$ cat src/rtl/btab_pkg.sv
// Shared types, constants and codes of the bilinear table interpolator.
package btab_pkg;

  localparam int unsigned MaxEntriesDef = 1024;
  localparam int unsigned NumTabs       = 7;
  localparam int unsigned ValW          = 32;
  localparam int unsigned CntW          = 11;
  localparam int unsigned WordW         = NumTabs * ValW;
  localparam int unsigned AddrW         = 24;
  localparam int unsigned PaddrW        = 4;

  localparam logic [1:0] RegDensW = 2'd0;
  localparam logic [1:0] RegEnerW = 2'd1;
  localparam logic [1:0] RegDensN = 2'd2;
  localparam logic [1:0] RegEnerN = 2'd3;

  localparam logic [ValW-1:0] WidthRst = 32'd65536;
  localparam logic [CntW-1:0] CountRst = 11'd1;

  localparam logic KindLoad  = 1'b0;
  localparam logic KindQuery = 1'b1;

  typedef enum logic [2:0] {
    S_IDLE,
    S_AXIS,
    S_ADDR,
    S_RD,
    S_MUL,
    S_ACC,
    S_DST,
    S_DIV
  } state_e;

  typedef struct packed {
    logic [CntW-1:0] idx;
    logic [ValW-1:0] lw;
    logic [ValW-1:0] hw;
    logic            on_edge;
  } btab_axis_t;

  typedef struct packed {
    logic        kind;
    logic [9:0]  entry_index;
    logic [31:0] qel_pin_in;
    logic [31:0] cex_pin_in;
    logic [31:0] qel_pip_in;
    logic [31:0] cex_pip_in;
    logic [31:0] qel_piz_in;
    logic [31:0] cex_piz_in;
    logic [31:0] absorb_in;
    logic [31:0] density;
    logic [31:0] energy;
  } btab_in_t;

  typedef struct packed {
    logic [31:0] qel_pin_out;
    logic [31:0] cex_pin_out;
    logic [31:0] qel_pip_out;
    logic [31:0] cex_pip_out;
    logic [31:0] qel_piz_out;
    logic [31:0] cex_piz_out;
    logic [31:0] absorb_out;
  } btab_out_t;

endpackage

$ cat src/rtl/btab_qdiv.sv
// Saturating bit-serial divider of a 128-bit weighted sum by the cell area.
module btab_qdiv (
  input  logic         clk_i,
  input  logic         start_i,
  input  logic         step_i,
  input  logic [127:0] num_i,
  input  logic [63:0]  den_i,
  output logic [31:0]  quo_o
);
  import btab_pkg::*;

  logic        sat_q;
  logic [63:0] rem_q;
  logic [31:0] low_q;
  logic [64:0] trial;
  logic [64:0] diff;
  logic        ge;

  assign trial = {rem_q, low_q[31]};
  assign diff  = trial - {1'b0, den_i};
  assign ge    = trial >= {1'b0, den_i};

  always_ff @(posedge clk_i) begin
    if (start_i) begin
      sat_q <= num_i[127:32] >= {32'd0, den_i};
      rem_q <= num_i[95:32];
      low_q <= num_i[31:0];
    end else if (step_i) begin
      rem_q <= ge ? diff[63:0] : trial[63:0];
      low_q <= {low_q[30:0], ge};
    end
  end

  assign quo_o = sat_q ? 32'hFFFF_FFFF : low_q;

endmodule

$ cat config.mk
export PLATFORM = sky130hd
export DESIGN_NAME = btab_qdiv
export DESIGN_NICKNAME = d
export VERILOG_FILES = /design/src/rtl/btab_pkg.sv /design/src/rtl/btab_qdiv.sv
export SDC_FILE = /design/constraint.sdc
export NUM_CORES = 1
export LEC_CHECK = 0
export CAP_MARGIN = 15
export CELL_PAD_IN_SITES_DETAIL_PLACEMENT = 0
export CELL_PAD_IN_SITES_GLOBAL_PLACEMENT = 1
export CORE_MARGIN = 4
export CORE_UTILIZATION = 34
export DETAILED_ROUTE_END_ITERATION = 8
export DONT_BUFFER_PORTS = 1
export HOLD_SLACK_MARGIN = 0.02
export PLACE_DENSITY = 0.59
export SYNTH_ARGS = -nofsm -noshare
export SYNTH_HDL_FRONTEND = slang
export SYNTH_SLANG_ARGS = --single-unit
$ cat constraint.sdc
create_clock -name clk_i -period 3.25 [get_ports clk_i]
set_input_delay 0 -clock clk_i [delete_from_list [all_inputs] [get_ports clk_i]]
set_output_delay 0 -clock clk_i [all_outputs]
set_load 0.02 [all_outputs]
==> summary.log <==
qor: run_status.status complete, but fails checks
qor: timing.tightestPinTransition 969 ps
qor: timing.final-hold-violation-count 0
qor: timing.setup_violations 21
qor: setup_path.worst_setup_path_startpoint rem_q[41]
qor: timing.layout_setup_ws -103 ps
qor: layout.insertedDiodeCount 0
qor: synthesis.ys_warn_count 0
qor: setup_path.cpMaxStageDelayCell sky130_fd_sc_hd__edfxtp_1
qor: synthesis.cells_after_synth 1198
qor: synthesis.number_of_nets_in_the_synthesized_netlist 1522
qor: setup_path.cell_by_cell_trace_of_the_critical_path ha_4, a21o_1, a21o_1, a21oi_2, o21ai_2, a31oi_4, o221ai_2, a221o_1, o31ai_4, buf_6, buf_12, buf_12, buf_4, buf_4, o311ai_2
qor: die.design.core.area 29900 µm²
qor: synthesis.synthDistinctLibCells 71
qor: global_routing.grt_pass1_wl 54500 µm
qor: global_routing.grt_pass1_vias 10453
qor: layout.fillers 2900
qor: drt.drt-wirelength-per-cell 18.7 µm
qor: power.irDropWorstVdd 0.343 mV
qor: drt.drc 0
qor: cts.worstSkewPairLatency 370 ps
qor: cts.cts-buffers-inserted 9
qor: run_status.violations setup timing
qor: setup_path.critical_path.max_stage_delay 440 ps
qor: setup_path.critPathTopFamily compound AO/OA/AOI/OAI gates
qor: job.max-cap-violations 0
qor: drt.drt_first_pass_iters 5
qor: hold_path.hold_path_depth 3
qor: setup_path.timing.critical_path.from_type register
qor: timing.maxSlewHeadroom 35.4%
qor: drt.routed-via-count 10404
qor: setup_path.regToRegSetupSlack -100 ps
qor: setup_path.worst_setup_path_end_kind register
qor: power.power.total 12700 µW
qor: hold_path.min_to rem_q[15]
qor: cts.max-clock-path-buffers 2
qor: synthesis.syn_area_per_cell 8.66 µm²
qor: synthesis.synth_edf_count 97
qor: timing.totalNegativeSetupSlack -644 ps
qor: layout.final_util 51.1%
qor: setup_path.cp.required 3350 ps
qor: layout.final_nets 1849
qor: synthesis.yosys_register_bits 97
qor: placed_design.globalplace.congestion 0.863
qor: timing.fin_skew 19.0 ps
qor: hold_path.timing.hold.worst.class in2reg
qor: timing.fin_crit_share 103%
qor: die.design.portCount 227
qor: placed_design.io_buffers 0
qor: layout.final_layout_size_suffix_gt1_share 27.7%
qor: placed_design.cell_area_reported_after_detailed_placement 11800 µm²
qor: global_routing.grt.total_usage 20.0%
qor: cts.cts.htree.levels 3
qor: cts.cts.clk_slew.worst_paths 80 ps
qor: synthesis.post_synth_instance_area 10400 µm²
qor: global_routing.overflow 0
qor: global_routing.grt_max_degree 137
qor: die.start_util 34.7%
qor: cts.ctsRootBufferMaster sky130_fd_sc_hd__clkbuf_16
qor: timing.rsz_0062_raised_after_global_routing true
qor: cts.cts_tree yes
qor: synthesis.async_set_or_reset_register_ratio_after_synthesis 0%
qor: setup_path.cp_data_arrival_time 3450 ps
qor: setup_path.criticalPathCategory reg2reg
qor: placed_design.half_perimeter_wire_length_after_detailed_placement 26400 µm
qor: timing.post-route-min-period 3350 ps
qor: synthesis.synth_sequential_area_ratio 28.1%
qor: setup_path.worstReg2RegStart rem_q[41]
qor: drt.totalWireLength 36000 µm
qor: setup_path.reg2reg_to rem_q[38]
qor: layout.most_frequent_standard_cell_in_the_layout_excluding_fill_and_tap_cells sky130_fd_sc_hd__dlygate4sd3_1
qor: hold_path.hold_path_origin start_i
qor: synthesis.yosys_most_used_dff sky130_fd_sc_hd__edfxtp_1
qor: drt.detail_route.iter0.violations 413
qor: placed_design.dp_worst_setup_slack -259 ps
qor: drt.via_per_inst 5.42
qor: timing.report.final.slew_viol_count 0
qor: setup_path.path_buf_inv 5
qor: layout.flow.area_growth_from_synthesis 47.2%
qor: die.dieWidth 183 µm
qor: timing.fmax 298 MHz
qor: global_routing.number_of_antenna_violations_at_the_first_check_in_global_routing 1
qor: power.power.density_cell_area 829 nW/µm²
qor: die.floorplan.die.height 183 µm
qor: setup_path.critPathMaxFanout 6
qor: layout.final_cell_mix sky130_fd_sc_hd__dlygate4sd3_1 (174), sky130_fd_sc_hd__buf_4 (168), sky130_fd_sc_hd__nand2_1 (113), sky130_fd_sc_hd__ha_1 (111), sky130_fd_sc_hd__a21oi_1 (101)
qor: layout.stdcell_area 15300 µm²
qor: drt.detail_route_antenna_nets 0
qor: power.leakagePower 0.00633 µW
qor: die.die_area 33400 µm²
qor: die.core.rowCount 63
qor: cts.cts.sink_count 97
qor: setup_path.r2r.worst_path.cells 15
worst reg2reg max path, delay by kind of cell, from the launching register on:
family / cells / cell delay [ps]
flops: 1 / 440
buf+inv: 5 / 670
fa+ha+maj: 1 / 240
compound gates: 9 / 1740
worst max-delay path by stage:
stage,endpoint,slack [ps],depth (start not counted)
5_1_grt,rem_q[38],-220,15
3_5_place_dp,rem_q[40],-260,14
3_3_place_gp,rem_q[40],-210,14
4_1_cts,rem_q[48],-110,13
6_report,rem_q[38],-100,15
2_1_floorplan,rem_q[40],40,14
timing repair:
action	CTS	global route
gates resized for setup	45	147
pin swaps	53	74
buffers inserted	16	29
cloned	2	5
hold buffers	172	3
endpoints found under the setup margin	63	65
endpoints found under the hold margin	98	56
report_power, final:
group / switching (µW) / internal [µW]
sequential: 340 / 1970
clock: 582 / 537
combinational: 4540 / 4690
total: 5460 / 7190
stage by stage:
stage | std cells | hold WS, ps
detailed placement | 1681 | 135
floorplan | 1198 | 112
CTS | 1887 | -243
finish | 1920 | 52.4
global route | 1920 | 26.4
global placement | 1681 | 137
kinds of logic after synthesis:
family,count (synthesis),synth area share [%]
AND/OR/NAND/NOR,381,18.5
flip-flops,97,28.1
XOR/XNOR,57,4.81
AO/OA/AOI/OAI,347,22.7
multiplexers,41,4.34
buffers and inverters,146,6.02
adder cells (fa/ha/maj),129,15.6
area by class of cell:
| class | instances | area, µm² | area share [%] |
|---|---|---|---|
| Multi-Input combinational cell | 956 | 7710 | 50.5 |
| Clock buffer | 9 | 225 | 1.47 |
| Clock inverter | 7 | 61.3 | 0.401 |
| Timing Repair Buffer | 380 | 3570 | 23.4 |
| Tap cell | 390 | 488 | 3.19 |
| Sequential cell | 97 | 2910 | 19.1 |
| Inverter | 81 | 304 | 1.99 |
registers in the layout, indices dropped and copies added (netlist names):
name and cells:
rem_q 64, sat_q 1, low_q 32
routing by layer:
metal / global-route usage, % / vias up / part of all wire (%)
met5: 0 / - / 0.036
met3: 2.25 / 20 / 3.5
li1: - / 5150 / -
met1: 26.1 / 5034 / 45
met4: 3.39 / 2 / 0.93
met2: 36.0 / 198 / 51
Yosys cell counts, types with 12 or more instances:
cell type,number,area (µm²)
sky130_fd_sc_hd__mux2_2,31,349
sky130_fd_sc_hd__o311ai_1,36,315
sky130_fd_sc_hd__clkbuf_1,43,161
sky130_fd_sc_hd__or2_2,33,206
sky130_fd_sc_hd__o21ai_1,14,70.1
sky130_fd_sc_hd__a21o_1,42,315
sky130_fd_sc_hd__nand3_1,57,285
sky130_fd_sc_hd__a211oi_1,13,97.6
sky130_fd_sc_hd__edfxtp_1,97,2910
sky130_fd_sc_hd__ha_1,128,1600
sky130_fd_sc_hd__and3_1,20,125
sky130_fd_sc_hd__a21oi_1,109,546
sky130_fd_sc_hd__inv_1,79,297
sky130_fd_sc_hd__nor4_1,12,75.1
sky130_fd_sc_hd__nand4_1,37,231
sky130_fd_sc_hd__nor2_1,53,199
sky130_fd_sc_hd__o21ai_0,40,200
sky130_fd_sc_hd__o21bai_1,15,113
sky130_fd_sc_hd__xor2_1,22,193
sky130_fd_sc_hd__xnor2_1,35,307
sky130_fd_sc_hd__nand2_1,115,432
sky130_fd_sc_hd__buf_2,13,65.1
Note: power is estimated with default switching activity, not from simulation.
