$ cat src/rtl/btab_pkg.sv
// Shared types, constants and codes of the bilinear table interpolator.
package btab_pkg;

  localparam int unsigned MaxEntriesDef = 1024;
  localparam int unsigned NumTabs       = 7;
  localparam int unsigned ValW          = 32;
  localparam int unsigned CntW          = 11;
  localparam int unsigned WordW         = NumTabs * ValW;
  localparam int unsigned AddrW         = 24;
  localparam int unsigned PaddrW        = 4;

  localparam logic [1:0] RegDensW = 2'd0;
  localparam logic [1:0] RegEnerW = 2'd1;
  localparam logic [1:0] RegDensN = 2'd2;
  localparam logic [1:0] RegEnerN = 2'd3;

  localparam logic [ValW-1:0] WidthRst = 32'd65536;
  localparam logic [CntW-1:0] CountRst = 11'd1;

  localparam logic KindLoad  = 1'b0;
  localparam logic KindQuery = 1'b1;

  typedef enum logic [2:0] {
    S_IDLE,
    S_AXIS,
    S_ADDR,
    S_RD,
    S_MUL,
    S_ACC,
    S_DST,
    S_DIV
  } state_e;

  typedef struct packed {
    logic [CntW-1:0] idx;
    logic [ValW-1:0] lw;
    logic [ValW-1:0] hw;
    logic            on_edge;
  } btab_axis_t;

  typedef struct packed {
    logic        kind;
    logic [9:0]  entry_index;
    logic [31:0] qel_pin_in;
    logic [31:0] cex_pin_in;
    logic [31:0] qel_pip_in;
    logic [31:0] cex_pip_in;
    logic [31:0] qel_piz_in;
    logic [31:0] cex_piz_in;
    logic [31:0] absorb_in;
    logic [31:0] density;
    logic [31:0] energy;
  } btab_in_t;

  typedef struct packed {
    logic [31:0] qel_pin_out;
    logic [31:0] cex_pin_out;
    logic [31:0] qel_pip_out;
    logic [31:0] cex_pip_out;
    logic [31:0] qel_piz_out;
    logic [31:0] cex_piz_out;
    logic [31:0] absorb_out;
  } btab_out_t;

endpackage

$ cat src/rtl/btab_axis.sv
// Per-axis bit-serial divider giving cell index, edge flag and weights.
module btab_axis (
  input  logic                       clk_i,
  input  logic                       rst_ni,
  input  logic                       start_i,
  input  logic [31:0]                val_i,
  input  logic [31:0]                width_i,
  input  logic [10:0]                count_i,
  output btab_pkg::btab_axis_t       res_o,
  output logic                       done_o
);
  import btab_pkg::*;

  logic            busy_q, busy_d;
  logic [4:0]      cnt_q, cnt_d;
  logic [ValW-1:0] rem_q, rem_d, quo_q, quo_d;
  logic [ValW:0]   trial;
  logic [ValW:0]   diff;
  logic            ge;
  logic [CntW-1:0] last;

  assign trial = {rem_q, quo_q[ValW-1]};
  assign diff  = trial - {1'b0, width_i};
  assign ge    = trial >= {1'b0, width_i};
  assign done_o = busy_q && (cnt_q == 5'd31);

  always_comb begin
    busy_d = busy_q;
    cnt_d  = cnt_q;
    rem_d  = rem_q;
    quo_d  = quo_q;
    if (start_i) begin
      busy_d = 1'b1;
      cnt_d  = '0;
      rem_d  = '0;
      quo_d  = val_i;
    end else if (busy_q) begin
      cnt_d = cnt_q + 5'd1;
      rem_d = ge ? diff[ValW-1:0] : trial[ValW-1:0];
      quo_d = {quo_q[ValW-2:0], ge};
      if (cnt_q == 5'd31) begin
        busy_d = 1'b0;
      end
    end
  end

  always_ff @(posedge clk_i or negedge rst_ni) begin
    if (!rst_ni) begin
      busy_q <= 1'b0;
      cnt_q  <= '0;
    end else begin
      busy_q <= busy_d;
      cnt_q  <= cnt_d;
    end
  end

  always_ff @(posedge clk_i) begin
    rem_q <= rem_d;
    quo_q <= quo_d;
  end

  assign last = count_i - 11'd1;

  always_comb begin
    res_o.on_edge = quo_q >= {21'd0, last};
    if (res_o.on_edge) begin
      res_o.idx = last;
      res_o.lw  = width_i;
      res_o.hw  = '0;
    end else begin
      res_o.idx = quo_q[CntW-1:0];
      res_o.lw  = width_i - rem_q;
      res_o.hw  = rem_q;
    end
  end

endmodule

$ cat config.mk
export PLATFORM = sky130hd
export DESIGN_NAME = btab_axis
export DESIGN_NICKNAME = d
export VERILOG_FILES = /design/src/rtl/btab_pkg.sv /design/src/rtl/btab_axis.sv
export SDC_FILE = /design/constraint.sdc
export NUM_CORES = 1
export LEC_CHECK = 0
export CAP_MARGIN = 10
export CORE_UTILIZATION = 50
export CTS_CLUSTER_DIAMETER = 150
export CTS_CLUSTER_SIZE = 16
export DETAILED_ROUTE_END_ITERATION = 10
export DONT_BUFFER_PORTS = 1
export PLACE_DENSITY = 0.68
export SETUP_SLACK_MARGIN = 0.4
export SYNTH_ARGS = -nofsm -noshare
export SYNTH_HDL_FRONTEND = slang
export SYNTH_SLANG_ARGS = --single-unit
$ cat constraint.sdc
create_clock -name clk_i -period 4 [get_ports clk_i]
set_clock_uncertainty 0.15 [all_clocks]
set_input_delay 0.4 -clock clk_i [delete_from_list [all_inputs] [get_ports clk_i]]
set_output_delay 0.4 -clock clk_i [all_outputs]
set_load 0.1 [all_outputs]
==> results of run 1 <==
-- final timing paths --
check,start,endpoint,slack (ns),depth (start not counted)
min reg2reg,rem_q[26],rem_q[26],0.36,2
max in group asynchronous,rst_ni,busy_q,3.23,1
max,count_i[5],res_o[41],-0.13,16
min,start_i,busy_q,0.04,1
min in group asynchronous,rst_ni,cnt_q[3],0.22,1
max reg2reg,rem_q[0],rem_q[27],0.51,14
-- layout by cell type (no fill, tap or decap), types with 28 or more instances in the layout --
cell      count
a21oi_1      58
buf_12       85
buf_4        50
edfxtp_1     32
ha_1         67
inv_1        81
mux2_2       30
nand2_1      45
nor2_1       80
nor2_4       43
o21ai_0      30
xor2_1       28
-- routing by layer --
metal	up-vias	track usage [%]	part of all wire (%)
met3	34	4.44	5.9
met4	0	9.71	2.0
li1	3685	-	-
met5	-	0	0
met1	3631	36.4	41
met2	263	50.2	51
-- flip-flops by register name, summed over array words and instances (netlist names) --
register,cells
busy_q,1
cnt_q,5
rem_q,32
quo_q,32
-- worst max-delay path: cells and delay by family --
family,cells,cell delay (ns)
fa+ha+maj,1,0.35
simple gates,6,1.14
buf+inv,5,0.83
compound gates,3,0.71
xor+xnor,1,0.12
-- cell type report --
type | instances | area (sq um) | share of cell area (%)
multi-input cells | 759 | 6470 | 55.4
repair buffers | 163 | 2610 | 22.3
flip-flops and latches | 70 | 1760 | 15.1
inverters | 84 | 315 | 2.70
well taps | 184 | 230 | 1.97
clock buffers | 9 | 225 | 1.93
clock inverters | 7 | 61.3 | 0.525
diodes | 1 | 2.50 | 0.0214
-- cells by family (layout without fill, tap and decap cells) --
logic type               Yosys count  in the layout  synth area share [%]
buffers and inverters            122            263                  6.48
AO/OA/AOI/OAI                    271            271                  23.9
multiplexers                      42             42                  6.26
adder cells (fa/ha/maj)           79             79                  13.6
flip-flops                        70             70                  23.7
AND/OR/NAND/NOR                  308            308                  19.1
XOR/XNOR                          59             59                  6.98
other                              0              1                     0
-- metrics by stage --
| stage | setup TNS, ns | cell area, sq um | total power, mW |
|---|---|---|---|
| final | -1.46 | 11700 | 6.26 |
| after detailed placement | -2.95 | 10200 | 4.90 |
| after floorplan | -8.32 | 8180 | 4.06 |
| after global routing | -13.78 | 11700 | 6.66 |
| after CTS | -1.21 | 11300 | 6.01 |
| after global placement | -0.0134 | 10200 | 4.83 |
-- power breakdown --
group	internal (mW)	total, mW	switching [mW]
combinational	1.85	4.34	2.48
clock	0.434	0.798	0.364
sequential	0.947	1.13	0.179
-- timing repair --
action | CTS | global route
gates resized for setup | 119 | 38
hold buffers | 2 | 0
pin swaps | 44 | 24
gates cloned | 7 | 3
setup endpoints to repair | 76 | 84
hold endpoints to repair | 34 | 0
buffers inserted | 22 | 7
==> out/results.env, run 1 <==
SLEW_VIOL_FINAL=0
CRITICAL_PATH.CELL_CHAIN='nor4_4 > nand3_2 > nor4_4 > xnor2_2 > ha_1 > a21o_1 > a2111oi_4 > nand4_1 > buf_6 > nor4_4 > nor3_4 > buf_12 > buf_12 > buf_16 > o21ai_4 > buf_12'
IOPINCOUNT=155
FINALWORSTPATHREQUIREDPERIOD_NS=4.13
YS_FF_LATCH=70
DIEWIDTH_UM=124
PLACED_CELLS_INCL_TAPS=1219
DIE_AREA_SQ_UM=15300
PLACER_CONGESTION=0.918
SYNTH_CELLS=951
TIMING.SETUP.CRITICAL_PATH_CLASS='input pin to primary output'
OUTCOME='finished with violations'
LEAKAGE_POWER_TOTAL_nW=4.82
WIRELENGTH_MM=23.5
DESIGN.FINAL.NETS=1244
YOSYS_WARNINGS=0
SETUP_SLACK_NS=-0.128
VIAS_IN_THE_FIRST_GLOBAL_ROUTE=7206
DETAIL_ROUTE.DRC_VIOLATIONS=0
WORST_HOLD_PATH_TYPE='input pin to register'
CTS.HTREE.LEVELS=3
WIRE_LENGTH_OF_THE_FIRST_GLOBAL_ROUTING_PASS_MM=34.8
SYNTHTOPCELLSBYCOUNT='nor2_1, inv_1, ha_1'
SYNTH_AREA_SQ_UM=7400
POST_ROUTE_CELLS_DRIVE_ABOVE_1_SHARE_PCT=35.6
PLACEMENT.IO_BUFFERS=0
HPWLAFTERDP_MM=15.5
MAXCAPVIOLATIONS=0
END_KIND='primary output'
SYNTH_TOP_AREA_CELL='ha_1'
CRIT_PATH_MAX_INCR_DELAY_NS=0.35
FINAL_CORE_UTILIZATION_PCT=80.6
ROUTED_VIA_DENSITY=5.96
CLK_ROOT_BUFFER_CELL='clkbuf_16'
YS_SEQ_AREA_SHARE_PCT=23.7
PWR_DENSITY_CELL_nW_PER_UM2=536
CLOCK_SINK_COUNT=70
DRTANTENNAVIOLNETS=0
DP_SLACK_NS=-0.147
CPMAXSTAGEDELAYCELL='ha_1'
CLK-INSERTION-DELAY-LATE_NS=0.34
VIA_COUNT=7613
CLOCK.FMAX_GHz=0.242
AVGSYNTHCELLAREA_SQ_UM=7.78
SLEW-LIMIT-HEADROOM_PCT=30.5
WL_PER_CELL_UM=18.4
CRIT_PATH_START_KIND='input pin'
TRITONCTS_CLOCK_TREE='yes'
COREAREA_SQ_UM=14500
POST_SYNTH_MAIN_AREA_CONTRIBUTORS='ha_1, edfxtp_1, dfxtp_1'
WORST-ENDPOINT-ARRIVAL_NS=3.58
YS.FLOP_TYPE='edfxtp_1'
N_FILL_CELL=899
IR_DROP_mV=0.332
SYNTH_EDF_COUNT=32
CRITICAL_PATH_PEAK_FANOUT=9
CTS_MAX_PATH_BUFFERS=2
POSTSYNTH.ASYNCRESETSHARE_PCT=8.57
DRT-INITIAL-DRC-COUNT=451
RELATIVE_AREA_CHANGE_FROM_SYNTHESIS_TO_FINAL_LAYOUT_PCT=57.8
ROWS=44
SYNTH_TOP_AREA_SHARE_PCT=13.0
DIEHEIGHT_UM=124
GLOBALROUTEOVERFLOWTOTAL=0
SETUP-VIOLATIONS-FINAL=39
INITIAL_CORE_UTIL_PCT=51.1
GRT_MAX_DEGREE=58
MIN_PERIOD_OVER_PERIOD_PCT=103
SYNTHDISTINCTLIBCELLS=67
SETUP_REPAIR_AFTER_GLOBAL_ROUTING_MISSED_ITS_MARGIN='yes'
CLKTRANSATPATHREGS_NS=0.06
POST_SYNTHESIS_NET_COUNT=1108
DETAIL_ROUTE.FIRST_PASS.ITERATIONS=5
TIMING_WORST_SLEW_PIN_VALUE_NS=1.04
ANTENNA_FOUND_INITIAL=0
GROUTE.USAGE.OVERALL_PCT=28.9
CRIT_REQUIRED_NS=3.45
VIOLATIONS='setup timing'
FINAL_CELL_COUNT_NO_FILL=1277
NUMCTSBUFFERS=9
TIMING_HOLD_VIOLATIONS_FINAL=0
MOST_COMMON_CELL_IN_THE_NETLIST='nor2_1'
WHS_NS=0.0436
Note: power is estimated with default switching activity, not from simulation.
==> run 2: changes to the inputs <==
Settings changed: ABC_AREA set to 1.
==> run 2 against run 1 <==
Effect of this change:
- the run now ends clean
- worst setup slack improved by 0.67 ns
- via count grew 28%
- critical path depth is 2 lower
- register-to-register slack improved by 0.86 ns
- clock power down 6.0%
- routed wire length is 23% higher
- largest power group unchanged
==> out/results.env, run 2 <==
MOST_COMMON_CELL_IN_THE_NETLIST='nand2_1'
DESIGN.FINAL.NETS=1775
OUTCOME='completed'
SYNTHTOPCELLSBYCOUNT='nand2_1, inv_1, nor2_1'
ROWS=48
CLKTRANSATPATHREGS_NS=0.06
YS.FLOP_TYPE='edfxtp_1'
POST_SYNTHESIS_NET_COUNT=1705
SLEW_VIOL_FINAL=0
LEAKAGE_POWER_TOTAL_nW=5.74
GRT_MAX_DEGREE=59
WL_PER_CELL_UM=15.7
CRITICAL_PATH_PEAK_FANOUT=14
DRT-INITIAL-DRC-COUNT=734
DETAIL_ROUTE.DRC_VIOLATIONS=0
WORST_HOLD_PATH_TYPE='input pin to register'
YS_SEQ_AREA_SHARE_PCT=19.7
CRIT_PATH_START_KIND='input pin'
END_KIND='primary output'
PWR_DENSITY_CELL_nW_PER_UM2=562
LAYOUT_COMMON_CELLS='nand2_1, inv_1, nand3_1'
SETUP_SLACK_NS=0.546
CTS_MAX_PATH_BUFFERS=2
WIRELENGTH_MM=29.0
SYNTHDISTINCTLIBCELLS=40
N_FILL_CELL=1637
AVGSYNTHCELLAREA_SQ_UM=5.75
HPWLAFTERDP_MM=23.8
VIAS_IN_THE_FIRST_GLOBAL_ROUTE=8932
WIRE_LENGTH_OF_THE_FIRST_GLOBAL_ROUTING_PASS_MM=44.7
TRITONCTS_CLOCK_TREE='yes'
IR_DROP_mV=0.347
FINALWORSTPATHREQUIREDPERIOD_NS=3.45
DRTANTENNAVIOLNETS=0
POSTSYNTH.ASYNCRESETSHARE_PCT=8.57
DIE_AREA_SQ_UM=18300
NUMCTSBUFFERS=9
PLACER_CONGESTION=0.980
VIA_COUNT=9751
INITIAL_CORE_UTIL_PCT=51.3
COREAREA_SQ_UM=17400
PLACEMENT.IO_BUFFERS=0
SETUP-VIOLATIONS-FINAL=0
ROUTED_VIA_DENSITY=5.28
DIEHEIGHT_UM=135
MAXCAPVIOLATIONS=0
CRIT_REQUIRED_NS=3.45
TIMING_HOLD_VIOLATIONS_FINAL=0
FINISH.INSTANCE_AREA_SQ_UM=10900
POST_ROUTE_CELLS_DRIVE_ABOVE_1_SHARE_PCT=12.4
MIN_PERIOD_OVER_PERIOD_PCT=86.3
CLK_ROOT_BUFFER_CELL='clkbuf_16'
SETUP_REPAIR_AFTER_GLOBAL_ROUTING_MISSED_ITS_MARGIN='yes'
SYNTH_AREA_SQ_UM=8900
DP_SLACK_NS=0.450
IOPINCOUNT=155
CTS.HTREE.LEVELS=3
ANTENNA_CELLS_INSERTED=0
ANTENNA_FOUND_INITIAL=0
CLOCK_SINK_COUNT=70
PLACEDINSTANCEAREA_SQ_UM=10500
YS_FF_LATCH=70
SLEW-LIMIT-HEADROOM_PCT=45.4
CLK-INSERTION-DELAY-LATE_NS=0.35
SYNTH_CELLS=1548
GROUTE.USAGE.OVERALL_PCT=31.6
SYNTH_EDF_COUNT=32
CLOCK.FMAX_GHz=0.290
TIMING.SETUP.CRITICAL_PATH_CLASS='input pin to primary output'
WORST-ENDPOINT-ARRIVAL_NS=2.90
DETAIL_ROUTE.FIRST_PASS.ITERATIONS=7
SYNTH_TOP_AREA_SHARE_PCT=23.0
RELATIVE_AREA_CHANGE_FROM_SYNTHESIS_TO_FINAL_LAYOUT_PCT=22.8
TIMING_WORST_SLEW_PIN_VALUE_NS=0.818
YOSYS_WARNINGS=0
GLOBALROUTEOVERFLOWTOTAL=0
LAYOUT.CELLS.MOST_COMMON='nand2_1'
DIEWIDTH_UM=135
SYNTH_TOP_AREA_CELL='nand2_1'
LARGESTREGISTERS='quo_q: 32 flops, rem_q: 32 flops, cnt_q: 5 flops'
POST_SYNTH_MAIN_AREA_CONTRIBUTORS='nand2_1, inv_1, ha_1'
## run 2: cell types whose count changed after synthesis, moves of 15 or more
cell	change
o21ai_0	+19
nand2b_1	-15
a21o_1	-23
a21oi_1	-16
xor2_1	-22
inv_1	+201
a211oi_1	-21
nand2_1	+473
mux2_2	-30
nand3_1	+105
## run 2: metrics by stage
step                      power (mW)  hold WS, ns  setup TNS, ns  cells  util, %
after floorplan                 4.36      -0.0456         -0.714   1548        -
after global placement          5.29      -0.0454              0   1824     60.4
after detailed placement        5.33      -0.0454              0   1824     60.4
after CTS                       6.10       0.0907              0   1842     62.0
after global routing            6.71       0.0954              0   1848     62.9
final                           6.14       0.0905              0   1848     62.9
## run 2: repair_timing
item | CTS | global route
setup buffers | 0 | 4
endpoints found under the hold margin | 9 | 0
setup endpoints to repair | 0 | 59
gates resized for setup | 0 | 22
hold buffers | 2 | 0
## run 2: report_power, final
| part | leakage [nW] | internal (mW) | switching [mW] |
|---|---|---|---|
| combinational | 4.92 | 1.44 | 2.89 |
| clock | 0.129 | 0.418 | 0.331 |
| sequential | 0.692 | 0.935 | 0.127 |
## run 2: critical path, cell delays in order
cell and delay, ns:
nor2_1 0.13, nand4_1 0.20, nor4_2 0.22, xor2_1 0.26, inv_1 0.09, ha_1 0.30, nand2_1 0.05, nor2_1 0.12
nand2_1 0.15, nand2_8 0.18, clkinvlp_4 0.20, buf_6 0.20, o21ai_2 0.17, buf_12 0.20
## run 2: path summary, 6_finish.rpt
check,startpoint,end,slack (ns),cells after the start
min in group asynchronous,rst_ni,busy_q,0.21,1
worst max-delay path,count_i[2],res_o[39],0.55,14
worst max register to register,rem_q[1],rem_q[25],1.37,14
max in group asynchronous,rst_ni,cnt_q[0],3.27,1
worst min register to register,rem_q[20],rem_q[20],0.32,2
worst min-delay path,val_i[7],quo_q[7],0.09,2
## run 2: area by class of cell
type	count	area, sq um	share of cell area [%]
clock buffer	10	229	2.10
inverter	285	1080	9.86
multi-input combinational	1159	6220	57.0
tap	225	282	2.58
timing repair buffer	93	1320	12.1
sequential	70	1750	16.0
clock inverter	6	38.8	0.355
## run 2: logic make-up (layout without fill, tap and decap cells)
family,after synthesis,in the layout,share of synthesized area (%)
xor gates and xnor gates,37,37,3.64
and+or+nand+nor,875,875,41.3
AOI/OAI and AO/OA,168,168,10.0
DFF,70,70,19.7
adders and majority gates,79,79,11.3
buffers and inverters,319,394,14.1
## run 2: layer usage
| metal | track usage [%] | vias to the layer above | wire length [um] |
|---|---|---|---|
| li1 | - | 4998 | - |
| met1 | 38.2 | 4282 | 12000 |
| met2 | 54.5 | 393 | 13600 |
| met3 | 5.72 | 78 | 2200 |
| met4 | 14.0 | 0 | 1180 |
| met5 | 0 | - | 0 |
==> run 3: changes to the inputs <==
Settings changed: CELL_PAD_IN_SITES_DETAIL_PLACEMENT set to 0, CELL_PAD_IN_SITES_GLOBAL_PLACEMENT set to 1, CORE_UTILIZATION 50 to 40, PLACE_DENSITY 0.68 to unset, PLACE_DENSITY_LB_ADDON set to 0.1.
==> run 3 against run 2 <==
Effect of this change:
- clock-buffer cell count is 1 lower
- via count is 1.9% lower
- hold slack worse by 0.0010 ns
- utilization is 12 points lower
- critical endpoint is now res_o[70]
- design area is 2.7% higher
- critical path depth is 1 higher
==> out/results.env, run 3 (synthesis results as in run 2) <==
VIAS_IN_THE_FIRST_GLOBAL_ROUTE=8988
POST_ROUTE_CELLS_DRIVE_ABOVE_1_SHARE_PCT=12.2
MAXCAPVIOLATIONS=0
HPWLAFTERDP_MM=25.4
WORST-ENDPOINT-ARRIVAL_NS=2.85
LEAKAGE_POWER_TOTAL_nW=5.83
END_KIND='primary output'
ROWS=54
PWR_DENSITY_CELL_nW_PER_UM2=554
DRTANTENNAVIOLNETS=0
WORST-R2R-CELL-COUNT=14
R2R-END='rem_q[14]'
PLACEMENT.IO_BUFFERS=0
CTS.HTREE.LEVELS=3
WL_PER_CELL_UM=16.0
PLACEDINSTANCEAREA_SQ_UM=10800
CTS_MAX_PATH_BUFFERS=2
DRT-INITIAL-DRC-COUNT=417
N_FILL_CELL=2285
SETUP-VIOLATIONS-FINAL=0
TIMING_WORST_SLEW_PIN_VALUE_NS=0.827
SETUP_REPAIR_AFTER_GLOBAL_ROUTING_MISSED_ITS_MARGIN='no'
DESIGN.FINAL.NETS=1773
CLK_ROOT_BUFFER_CELL='clkbuf_16'
GRT_MAX_DEGREE=59
CRIT_PATH_MAX_INCR_DELAY_NS=0.33
POST-LAYOUT-TOTAL-POWER_mW=6.21
DETAIL_ROUTE.FIRST_PASS.ITERATIONS=7
WORST_HOLD_PATH_TYPE='input pin to register'
INITIAL_CORE_UTIL_PCT=40.8
LARGESTREGISTERS='quo_q: 32 flops, rem_q: 32 flops, cnt_q: 5 flops'
PLACED_CELLS_INCL_TAPS=1877
IOPINCOUNT=155
HOLD_PATH_END='quo_q[6]'
CRITICAL_PATH_PEAK_FANOUT=7
MIN_PERIOD_OVER_PERIOD_PCT=85.0
CLKTRANSATPATHREGS_NS=0.07
TRITONCTS_CLOCK_TREE='yes'
SLEW_VIOL_FINAL=0
DIEWIDTH_UM=151
WORST_HOLD_PATH.NUM_CELLS=2
CRITICAL_PATH.REG2REG.STARTPOINT='rem_q[19]'
COREAREA_SQ_UM=21800
DIE_AREA_SQ_UM=22800
CRIT_PATH_START_KIND='input pin'
SETUP_TNS_NS=0
CRITICAL_PATH.CELL_CHAIN='nor2_1 > nand4_1 > nor3_2 > xnor2_2 > ha_1 > nand2_1 > nor2_1 > a211oi_1 > o21ai_1 > nand2_1 > nand2_4 > clkinvlp_4 > clkbuf_16 > o21ai_2 > buf_12'
TIMING.CRITICAL_PATH.MAX_DELAY_FAMILY='simple AND/OR/NAND/NOR gates'
DETAIL_ROUTE.DRC_VIOLATIONS=0
FINISH.INSTANCE_AREA_SQ_UM=11200
WIRELENGTH_MM=30.5
WIRE_LENGTH_OF_THE_FIRST_GLOBAL_ROUTING_PASS_MM=46.8
DIEHEIGHT_UM=151
R2R_SETUP_SLACK_NS=1.37
PLACER_CONGESTION=0.891
MULTI_INPUT_COMB_AREA_SQ_UM=6240
TIMING_HOLD_VIOLATIONS_FINAL=0
HOLD_PATH.STARTPOINT='val_i[6]'
CPMAXSTAGEDELAYCELL='ha_1'
GROUTE.USAGE.OVERALL_PCT=26.8
GLOBALROUTEOVERFLOWTOTAL=0
RELATIVE_AREA_CHANGE_FROM_SYNTHESIS_TO_FINAL_LAYOUT_PCT=26.1
ANTENNA_FOUND_INITIAL=0
TIMING.SETUP.CRITICAL_PATH_CLASS='input pin to primary output'
SLEW-LIMIT-HEADROOM_PCT=44.8
CRIT_REQUIRED_NS=3.45
CLK-INSERTION-DELAY-LATE_NS=0.35
ANTENNA_CELLS_INSERTED=0
IR_DROP_mV=0.303
STARTPOINT='count_i[2]'
ROUTED_VIA_DENSITY=5.03
CLOCK_SINK_COUNT=70
VIA_COUNT=9563
FINAL_CELL_COUNT_NO_FILL=1901
LAYOUT_COMMON_CELLS='nand2_1, inv_1, nand3_1'
OUTCOME='completed'
LAYOUT.CELLS.MOST_COMMON='nand2_1'
NUMCTSBUFFERS=9
CLOCK.FMAX_GHz=0.294
FINALWORSTPATHREQUIREDPERIOD_NS=3.40
FINAL-SEQ-AREA_SQ_UM=1750
CRITICAL_PATH_BUF_INV_COUNT=3
[run 3: cell count changes in the layout (fill, tap and decap cells not counted), sizes merged]
cell	delta
inv	+3
buf	-2
clkinv	-2
clkbuf	-1
[run 3: worst max path at each step]
stage               depth (start not counted)  slack, ns        end
floorplan                                  14      -0.04  res_o[36]
global placement                           17       0.58  res_o[62]
detailed placement                         17       0.49  res_o[54]
CTS                                        17       0.47  res_o[54]
global route                               18       0.40  res_o[54]
finish                                     15       0.60  res_o[70]
[run 3: area by class of cell]
cell class	instances	share of cell area [%]
inverters	285	9.61
repair buffers	91	13.4
multi-input cells	1159	55.7
clock buffers	9	2.01
flip-flops and latches	70	15.6
clock inverters	7	0.547
well taps	280	3.12
[run 3: report_power, final]
group          switching (mW)  internal [mW]
clock network           0.361          0.432
registers               0.125          0.934
logic                    2.90           1.47
total                    3.38           2.83
[run 3: metal layers]
metal | global-route usage (%) | vias up | share of wire, %
li1 | - | 5009 | -
met1 | 31.4 | 4265 | 43
met5 | 0 | - | 0
met4 | 8.60 | 0 | 2.7
met3 | 4.16 | 43 | 5.4
met2 | 49.4 | 246 | 49
[run 3: per-stage QoR]
step	util (%)	worst slack, ns	hold WS [ns]
2_1_floorplan	-	-0.0432	-0.0456
3_3_place_gp	49.3	0.581	-0.0453
3_5_place_dp	49.3	0.490	-0.0453
4_1_cts	50.7	0.471	0.0801
5_1_grt	51.4	0.404	0.100
6_report	51.4	0.601	0.0895
[run 3: timing repair]
| action | CTS | global route |
|---|---|---|
| setup endpoints to repair | 0 | 37 |
| resized for setup | 0 | 14 |
| setup buffers | 0 | 4 |
| endpoints found under the hold margin | 9 | 0 |
| hold buffers | 2 | 0 |
